### config.mk
export PLATFORM = sky130hd
export DESIGN_NAME = bounded_set_table_core_flat
export DESIGN_NICKNAME = d
export VERILOG_FILES = /design/src/bst_pkg.sv /design/src/bst_if.sv /design/src/bst_ram.sv /design/src/bounded_set_table_core.sv /design/src/flat_wrapper.sv
export SDC_FILE = /design/constraint.sdc
export NUM_CORES = 2
export LEC_CHECK = 0
export ABC_AREA = 1
export BUFFER_PORTS_ARGS = -buffer_cell sky130_fd_sc_hd__buf_2
export CORE_MARGIN = 2
export CORE_UTILIZATION = 35
export CTS_BUF_LIST = sky130_fd_sc_hd__clkbuf_16
export DETAILED_ROUTE_END_ITERATION = 7
export HOLD_SLACK_MARGIN = 0.12
export SLEW_MARGIN = 20
export SYNTH_ARGS = -nofsm -noshare
export SYNTH_HDL_FRONTEND = slang
export SYNTH_SLANG_ARGS = --single-unit
### constraint.sdc
create_clock -name i_clk -period 14.55 [get_ports i_clk]
set_clock_uncertainty 0.2 [all_clocks]
set_input_delay 2.91 -clock i_clk [delete_from_list [all_inputs] [get_ports i_clk]]
set_output_delay 2.91 -clock i_clk [all_outputs]
set_load 0.02 [all_outputs]
### src/bst_pkg.sv
package bst_pkg;

    localparam int DEPTH   = 128;
    localparam int AW      = $clog2(DEPTH);
    localparam int CW      = $clog2(DEPTH + 1);
    localparam int VALUE_W = 32;
    localparam int POS_W   = 7;
    localparam int COUNT_W = 8;
    localparam int CAP_W   = 8;

    // widths that hold both the internal index/count and the port field
    localparam int POS_EXT = (CW > POS_W) ? CW : POS_W;
    localparam int CNT_EXT = (CW > COUNT_W) ? CW : COUNT_W;
    localparam int CMP_W   = (CW > CAP_W) ? CW : CAP_W;

    localparam logic [CAP_W-1:0] CAP_RESET = 8'd100;

    typedef logic [1:0]                t_opcode;
    typedef logic signed [VALUE_W-1:0] t_value;
    typedef logic [AW-1:0]             t_idx;
    typedef logic [CW-1:0]             t_cnt;

    localparam t_opcode OP_SEARCH = 2'd0;
    localparam t_opcode OP_ADD    = 2'd1;
    localparam t_opcode OP_DELETE = 2'd2;

    typedef enum logic [1:0] {
        ST_OK        = 2'd0,
        ST_NOT_FOUND = 2'd1,
        ST_PRESENT   = 2'd2,
        ST_FULL      = 2'd3
    } t_status;

endpackage

### src/bst_if.sv
interface bst_in_if;
    logic             valid;
    logic             ready;
    bst_pkg::t_opcode opcode;
    bst_pkg::t_value  value;

    modport source (output valid, output opcode, output value, input ready);
    modport sink (input valid, input opcode, input value, output ready);
endinterface

interface bst_out_if;
    logic                             valid;
    logic                             ready;
    bst_pkg::t_status                 status;
    logic [bst_pkg::POS_W-1:0]        position;
    logic [bst_pkg::COUNT_W-1:0]      count;

    modport source (output valid, output status, output position, output count,
                    input ready);
    modport sink (input valid, input status, input position, input count,
                  output ready);
endinterface

interface bst_cfg_if;
    logic                        valid;
    logic                        ready;
    logic [bst_pkg::CAP_W-1:0]   data;

    modport source (output valid, output data, input ready);
    modport sink (input valid, input data, output ready);
endinterface

### src/bst_ram.sv
module bst_ram #(
    parameter int WIDTH = 32,
    parameter int DEPTH = 128
) (
    input  logic                     i_clk,
    input  logic                     i_wr_en,
    input  logic [$clog2(DEPTH)-1:0] i_wr_addr,
    input  logic [WIDTH-1:0]         i_wr_data,
    input  logic [$clog2(DEPTH)-1:0] i_rd_addr,
    output logic [WIDTH-1:0]         o_rd_data
);

    logic [WIDTH-1:0] r_mem [DEPTH];

    always_ff @(posedge i_clk) begin
        if (i_wr_en) begin
            r_mem[i_wr_addr] <= i_wr_data;
        end
        o_rd_data <= r_mem[i_rd_addr];
    end

endmodule

### src/bounded_set_table_core.sv
// Bounded set table: a set of distinct signed 32-bit values held in an
// ordered table of DEPTH entries plus an entry count.
//
// Channels (valid/ready, a word moves when both are high):
//   i_in   - opcode (search, add, delete; the spare code acts as search) and value
//   o_out  - status, position and the entry count after the operation
//   i_cfg  - capacity register; write it only while the block is idle
//
// Each word is handled alone: the table RAM is scanned one entry per cycle
// through its registered read port, until a hit or the end of the count. A
// delete that hits then moves each later entry down one per cycle after its
// scan stops. The result word shows up in the same cycle as the block turns
// ready again; i_in.ready is high only while idle.
//
// A finished result sits in the output register; the next word is accepted
// while it waits. If the receiver stalls, the following result holds in the
// sequencer until the register frees up.
// Reset empties the set (count 0) and loads capacity 100; the RAM contents are
// not cleared, since only entries below the count are ever read.
module bounded_set_table_core (
    input logic       i_clk,
    input logic       i_rst_n,
    bst_in_if.sink    i_in,
    bst_out_if.source o_out,
    bst_cfg_if.sink   i_cfg
);

    import bst_pkg::*;

    typedef enum logic [4:0] {
        S_IDLE    = 5'b00001,
        S_SCAN    = 5'b00010,
        S_RESOLVE = 5'b00100,
        S_SHIFT   = 5'b01000,
        S_EMIT    = 5'b10000
    } t_state;

    t_state              r_state, n_state;
    logic [CAP_W-1:0]    r_capacity;
    t_cnt                r_count, n_count;
    t_opcode             r_op;
    t_value              r_value;
    t_cnt                r_addr, n_addr;       // next RAM read address
    t_cnt                r_cmp_idx, n_cmp_idx; // index of the word in flight
    logic                r_pend, n_pend;       // a read is in flight
    logic                r_hit, n_hit;
    t_cnt                r_pos, n_pos;
    t_status             r_status, n_status;

    logic                r_out_valid, n_out_valid;
    t_status             r_out_status, n_out_status;
    logic [POS_W-1:0]    r_out_pos, n_out_pos;
    logic [COUNT_W-1:0]  r_out_count, n_out_count;

    logic                w_wr_en;
    t_idx                w_wr_addr;
    logic [VALUE_W-1:0]  w_wr_data;
    t_idx                w_rd_addr;
    logic [VALUE_W-1:0]  w_rd_data;
    logic                w_match;
    logic                w_full;
    logic [POS_EXT-1:0]  w_pos_ext;
    logic [CNT_EXT-1:0]  w_cnt_ext;

    bst_ram #(
        .WIDTH (VALUE_W),
        .DEPTH (DEPTH)
    ) u_ram (
        .i_clk     (i_clk),
        .i_wr_en   (w_wr_en),
        .i_wr_addr (w_wr_addr),
        .i_wr_data (w_wr_data),
        .i_rd_addr (w_rd_addr),
        .o_rd_data (w_rd_data)
    );

    // The read port always follows the scan address; a read past the count is
    // simply never looked at.
    assign w_rd_addr = r_addr[AW-1:0];
    assign w_match   = r_pend && (w_rd_data == r_value);

    // Effective capacity is min(capacity, DEPTH).
    assign w_full = (CMP_W'(r_count) >= CMP_W'(r_capacity)) || (r_count == CW'(DEPTH));

    assign w_pos_ext = POS_EXT'(r_pos);
    assign w_cnt_ext = CNT_EXT'(n_count);

    assign i_in.ready     = (r_state == S_IDLE);
    assign i_cfg.ready    = 1'b1;
    assign o_out.valid    = r_out_valid;
    assign o_out.status   = r_out_status;
    assign o_out.position = r_out_pos;
    assign o_out.count    = r_out_count;

    always_comb begin
        n_state      = r_state;
        n_count      = r_count;
        n_addr       = r_addr;
        n_cmp_idx    = r_cmp_idx;
        n_pend       = r_pend;
        n_hit        = r_hit;
        n_pos        = r_pos;
        n_status     = r_status;
        n_out_valid  = r_out_valid;
        n_out_status = r_out_status;
        n_out_pos    = r_out_pos;
        n_out_count  = r_out_count;
        w_wr_en      = 1'b0;
        w_wr_addr    = r_count[AW-1:0];
        w_wr_data    = r_value;

        // drop the result once the receiver takes it
        if (r_out_valid && o_out.ready) begin
            n_out_valid = 1'b0;
        end

        unique case (r_state)
            S_IDLE: begin
                if (i_in.valid) begin
                    n_addr  = '0;
                    n_pend  = 1'b0;
                    n_state = S_SCAN;
                end
            end
            S_SCAN: begin
                // compare the word read last cycle, issue the next read
                if (w_match) begin
                    n_hit   = 1'b1;
                    n_pos   = r_cmp_idx;
                    n_pend  = 1'b0;
                    n_state = S_RESOLVE;
                end else if (r_addr < r_count) begin
                    n_cmp_idx = r_addr;
                    n_pend    = 1'b1;
                    n_addr    = r_addr + 1'b1;
                end else begin
                    n_hit   = 1'b0;
                    n_pend  = 1'b0;
                    n_state = S_RESOLVE;
                end
            end
            S_RESOLVE: begin
                n_state = S_EMIT;
                priority if (r_op == OP_ADD) begin
                    priority if (r_hit) begin
                        n_status = ST_PRESENT;
                    end else if (w_full) begin
                        n_status = ST_FULL;
                        n_pos    = '0;
                    end else begin
                        w_wr_en  = 1'b1;
                        n_pos    = r_count;
                        n_count  = r_count + 1'b1;
                        n_status = ST_OK;
                    end
                end else if (r_op == OP_DELETE) begin
                    if (r_hit) begin
                        n_status = ST_OK;
                        n_addr   = r_pos + 1'b1;
                        n_pend   = 1'b0;
                        n_state  = S_SHIFT;
                    end else begin
                        n_status = ST_NOT_FOUND;
                        n_pos    = '0;
                    end
                end else begin
                    if (r_hit) begin
                        n_status = ST_OK;
                    end else begin
                        n_status = ST_NOT_FOUND;
                        n_pos    = '0;
                    end
                end
            end
            S_SHIFT: begin
                // move each later entry down one place: read j+1, write j
                if (r_pend) begin
                    w_wr_en   = 1'b1;
                    w_wr_addr = r_cmp_idx[AW-1:0];
                    w_wr_data = w_rd_data;
                end
                if (r_addr < r_count) begin
                    n_cmp_idx = r_addr - 1'b1;
                    n_pend    = 1'b1;
                    n_addr    = r_addr + 1'b1;
                end else begin
                    n_pend  = 1'b0;
                    n_count = r_count - 1'b1;
                    n_state = S_EMIT;
                end
            end
            S_EMIT: begin
                // hold until the output register is free
                if (!r_out_valid || o_out.ready) begin
                    n_out_valid  = 1'b1;
                    n_out_status = r_status;
                    n_out_pos    = w_pos_ext[POS_W-1:0];
                    n_out_count  = w_cnt_ext[COUNT_W-1:0];
                    n_state      = S_IDLE;
                end
            end
            default: begin
                n_state = S_IDLE;
            end
        endcase
    end

    always_ff @(posedge i_clk) begin
        if (!i_rst_n) begin
            r_state     <= S_IDLE;
            r_count     <= '0;
            r_capacity  <= CAP_RESET;
            r_pend      <= 1'b0;
            r_out_valid <= 1'b0;
        end else begin
            r_state     <= n_state;
            r_count     <= n_count;
            r_pend      <= n_pend;
            r_out_valid <= n_out_valid;
            if (i_cfg.valid && i_cfg.ready) begin
                r_capacity <= i_cfg.data;
            end
        end
    end

    always_ff @(posedge i_clk) begin
        if (i_in.valid && i_in.ready) begin
            r_op    <= i_in.opcode;
            r_value <= i_in.value;
        end
        r_addr       <= n_addr;
        r_cmp_idx    <= n_cmp_idx;
        r_hit        <= n_hit;
        r_pos        <= n_pos;
        r_status     <= n_status;
        r_out_status <= n_out_status;
        r_out_pos    <= n_out_pos;
        r_out_count  <= n_out_count;
    end

`ifndef NO_ASSERTIONS
    a_count_bound: assert property (@(posedge i_clk) disable iff (!i_rst_n)
        r_count <= CW'(DEPTH))
        else $error("entry count exceeds table depth");

    a_accept_scan: assert property (@(posedge i_clk) disable iff (!i_rst_n)
        (i_in.valid && i_in.ready) |=> (r_state == S_SCAN))
        else $error("accepted word did not start a scan");

    a_count_change: assert property (@(posedge i_clk) disable iff (!i_rst_n)
        (r_state == S_IDLE || r_state == S_SCAN || r_state == S_EMIT)
        |=> $stable(r_count))
        else $error("entry count changed outside add or delete");

    a_write_state: assert property (@(posedge i_clk) disable iff (!i_rst_n)
        w_wr_en |-> (r_state == S_RESOLVE || r_state == S_SHIFT))
        else $error("table write outside add or shift");

    a_scan_in_range: assert property (@(posedge i_clk) disable iff (!i_rst_n)
        (r_state == S_SCAN && r_pend) |-> (r_cmp_idx < r_count))
        else $error("scan compared an entry beyond the count");
`endif

endmodule

### src/flat_wrapper.sv
// flat-port wrapper written by rule: the top's interface ports become plain ports
module bounded_set_table_core_flat import bst_pkg::*;
  (i_clk, i_rst_n, i_in_valid, i_in_opcode, i_in_value, i_in_ready, o_out_valid, o_out_status, o_out_position, o_out_count, o_out_ready, i_cfg_valid, i_cfg_data, i_cfg_ready);
  bst_in_if i_in_i ();
  bst_out_if o_out_i ();
  bst_cfg_if i_cfg_i ();
  input logic i_clk;
  input logic i_rst_n;
  input wire logic [$bits(i_in_i.valid)-1:0] i_in_valid;
  input wire logic [$bits(i_in_i.opcode)-1:0] i_in_opcode;
  input wire logic [$bits(i_in_i.value)-1:0] i_in_value;
  output wire logic [$bits(i_in_i.ready)-1:0] i_in_ready;
  output wire logic [$bits(o_out_i.valid)-1:0] o_out_valid;
  output wire logic [$bits(o_out_i.status)-1:0] o_out_status;
  output wire logic [$bits(o_out_i.position)-1:0] o_out_position;
  output wire logic [$bits(o_out_i.count)-1:0] o_out_count;
  input wire logic [$bits(o_out_i.ready)-1:0] o_out_ready;
  input wire logic [$bits(i_cfg_i.valid)-1:0] i_cfg_valid;
  input wire logic [$bits(i_cfg_i.data)-1:0] i_cfg_data;
  output wire logic [$bits(i_cfg_i.ready)-1:0] i_cfg_ready;
  assign i_in_i.valid = i_in_valid;
  assign i_in_i.opcode = i_in_opcode;
  assign i_in_i.value = i_in_value;
  assign i_in_ready = i_in_i.ready;
  assign o_out_valid = o_out_i.valid;
  assign o_out_status = o_out_i.status;
  assign o_out_position = o_out_i.position;
  assign o_out_count = o_out_i.count;
  assign o_out_i.ready = o_out_ready;
  assign i_cfg_i.valid = i_cfg_valid;
  assign i_cfg_i.data = i_cfg_data;
  assign i_cfg_ready = i_cfg_i.ready;
  bounded_set_table_core u_core (.i_clk(i_clk), .i_rst_n(i_rst_n), .i_in(i_in_i), .o_out(o_out_i), .i_cfg(i_cfg_i));
endmodule
==> out/qor.txt <==
EDFF count, synth = 4174
hpwl dp = 285000 um
Post-synth top cells = edfxtp_1 (4174), nand2_1 (1908), nor2_1 (1883)
worst hold-check path type = reg2reg
required time of the critical path = 15290 ps
Leak Pwr = 61.7 nW
die area = 483000 um^2
CTS buffer count = 428
nets = 13100
dominant synthesized flop cell = edfxtp_1
Max stage delay on crit path = 770 ps
RSZ-0062 raised after global routing = no
dominant cell type by area after synthesis = edfxtp_1
Tmin final = 5910 ps
H-tree Lvls = 5
row count = 253
count of final setup violators = 0
crit-path max FO = 113
Syn Inst Count = 13100
vias in the first global route = 102000
TritonCTS clock tree = yes
post-CTS setup buffer count = 0
Syn Std Cell Area = 167000 um^2
async set-reset flop share out of synthesis = 0
crit end category = flip-flop
DRC = 0
latest clock arrival within the worst-skew pair = 1000 ps
Synth warnings = 0
WP buf/inv = 5
antenna violations before repair = 28
Final Cycle Share = 0.406
Area contributors post-synth = edfxtp_1 (75%), o21ai_0 (5.3%), nand2_1 (4.3%)
Pre-antenna DRT Iters = 7
CTS root buf = clkbuf_16
CTS Hold Bufs = 0
top-area cell type share of the netlist area = 0.750
DIE HEIGHT = 695 um
Die X = 695 um
Port Buffers = 65
via count = 110000
Clock Pin Slew Worst Setup and Hold Paths = 60 ps
Slew Limit Fails = 0
Initial Utilization = 0.352
synthesized area per cell = 12.8 um^2
total core area = 475000 um^2
post-route total power = 28.7 mW
Seq/Total Area, Yosys = 0.756
CP delay by family, top = buffers and inverters
master of the slowest instance on the critical path = buf_4
Mapped Nets = 13100
Util after Layout = 0.398
Final Hold Vio Count = 0
most used cell along the critical path = buf_4
Routed WL = 531000 um
area growth from synthesis to layout = 13.2%
Max-Slew Margin vs Limit = 0.205
setup_tns = 0 ps
Fillers = 43900
area of the multi-input gates = 37800 um^2
FMAX = 169 MHz
clock net sink count = 4229
GRT overflow = 0
vias per cell = 5.59
Max Cap Violations = 0
gpl congestion = 0.860
wire per inst = 26.9 um
initial drt markers = 15100
Synth cell types = 42
crit path DAT = 6650 ps
Antenna Nets Post-Route = 0
synthesized flop and latch total = 4229
Resized Gates After CTS = 0
PwrDens = 151 nW/um^2
CP cell instances = inv_8, buf_4, buf_4, buf_4, buf_4, o21ai_0, o22ai_1, nand2_1, o211ai_1, nand2_1, nand3_1, nand3_1, nand3_1
Least-Margin Pin Slew = 1190 ps
critical path type = reg2reg
# IOs = 67
share of layout cells above drive strength 1 = 0.0855
most common cell in the netlist = edfxtp_1
first-pass GRT wire length = 750000 um
crit path launch type = flip-flop
status = finished, final reports clean
Overall Global Routing Usage = 0.211
FF/Latch Area = 126000 um^2
VDD IR max = 0.112 mV
deepest clock path buffer count = 4
largest net degree at the start of global routing = 182
## final cells by class
class | count | share of cell area
diodes | 16 | 0.000212
clock buffers | 432 | 0.0571
clock inverters | 344 | 0.0123
inverters | 160 | 0.00343
multi-input cells | 7804 | 0.200
flip-flops and latches | 4229 | 0.668
well taps | 6375 | 0.0422
repair buffers | 392 | 0.0164
## registers in the layout (all words and copies together) (netlist names)
register                cells
u_core.o_out.count          8
u_core.o_out.position       7
u_core.o_out.status         2
u_core.o_out.valid          1
u_core.r_addr               8
u_core.r_capacity           8
u_core.r_cmp_idx            8
u_core.r_count              8
u_core.r_hit                1
u_core.r_op                 2
u_core.r_pend               1
u_core.r_pos                8
u_core.r_state              5
u_core.r_status             2
u_core.r_value             32
u_core.u_ram.o_rd_data     32
u_core.u_ram.r_mem       4096
## cells in the final DEF, fill, tap and decap left out, types with 5 or more instances in the layout
cell type      n
inv_1        251
o21ai_1       11
nor2_2         7
nor3_1        77
xor2_1         7
inv_2          5
buf_4        302
ha_1          21
xnor2_1        5
or2_2          6
a21oi_1      361
nand3_1      635
buf_12        21
inv_16         7
bufinv_16     21
buf_2         65
nor4_1         5
o22ai_1      841
o211ai_1      85
dfxtp_1       55
clkinv_8       5
o21ai_4       27
nand4_1       18
inv_6          9
clkinv_16      6
nor2_1      1758
o21ai_0     1752
clkinv_2      67
nand2_1     1899
clkbuf_16    432
edfxtp_1    4174
diode_2       16
o2111ai_1     24
nand2_2        5
nor2_4       125
inv_8          5
mux2i_1      112
clkinv_1     119
clkinvlp_4     8
## power by group
| group | switching, mW | internal [mW] | total (mW) |
|---|---|---|---|
| sequential | 0.261 | 13.6 | 13.8 |
| combinational | 3.39 | 1.02 | 4.41 |
| clock | 4.68 | 5.75 | 10.4 |
## per-stage QoR
stage / hold WS (ps) / setup WS (ps) / instances / area [um^2]
2_1_floorplan: 200 / 6820 / 13100 / 167000
3_3_place_gp: 209 / 8870 / 19000 / 176000
3_5_place_dp: 218 / 8880 / 19000 / 176000
4_1_cts: 231 / 8860 / 19700 / 189000
5_1_grt: 240 / 8440 / 19700 / 189000
6_report: 231 / 8640 / 19800 / 189000
## cell families after synthesis
group / synth area share
xor+xnor: 0.000629
simple gates: 0.108
fa+ha+maj: 0.00157
compound gates: 0.101
mux: 0.00677
flops: 0.756
buf+inv: 0.0252
other cells: 0.0000224
## worst paths after layout
| kind | start | end | slack (ps) | depth (start not counted) |
|---|---|---|---|---|
| worst max-delay path | u_core.r_addr[0] | u_core.u_ram.o_rd_data[17] | 8640 | 13 |
| worst min register to register | u_core.r_status[1] | u_core.o_out.status[1] | 230 | 0 |
| worst min-delay path | u_core.r_status[1] | u_core.o_out.status[1] | 230 | 0 |
| worst max register to register | u_core.r_addr[0] | u_core.u_ram.o_rd_data[17] | 8640 | 13 |
## metal layers
layer  up-vias  global-route usage  wire length [um]
met4         6              0.0842             23500
met5         -                   0                34
met1     55500               0.286            209000
met3       949              0.0402             54100
li1      47800                   -                 -
met2      6089               0.336            244000
(Power assumes the default switching activity.)
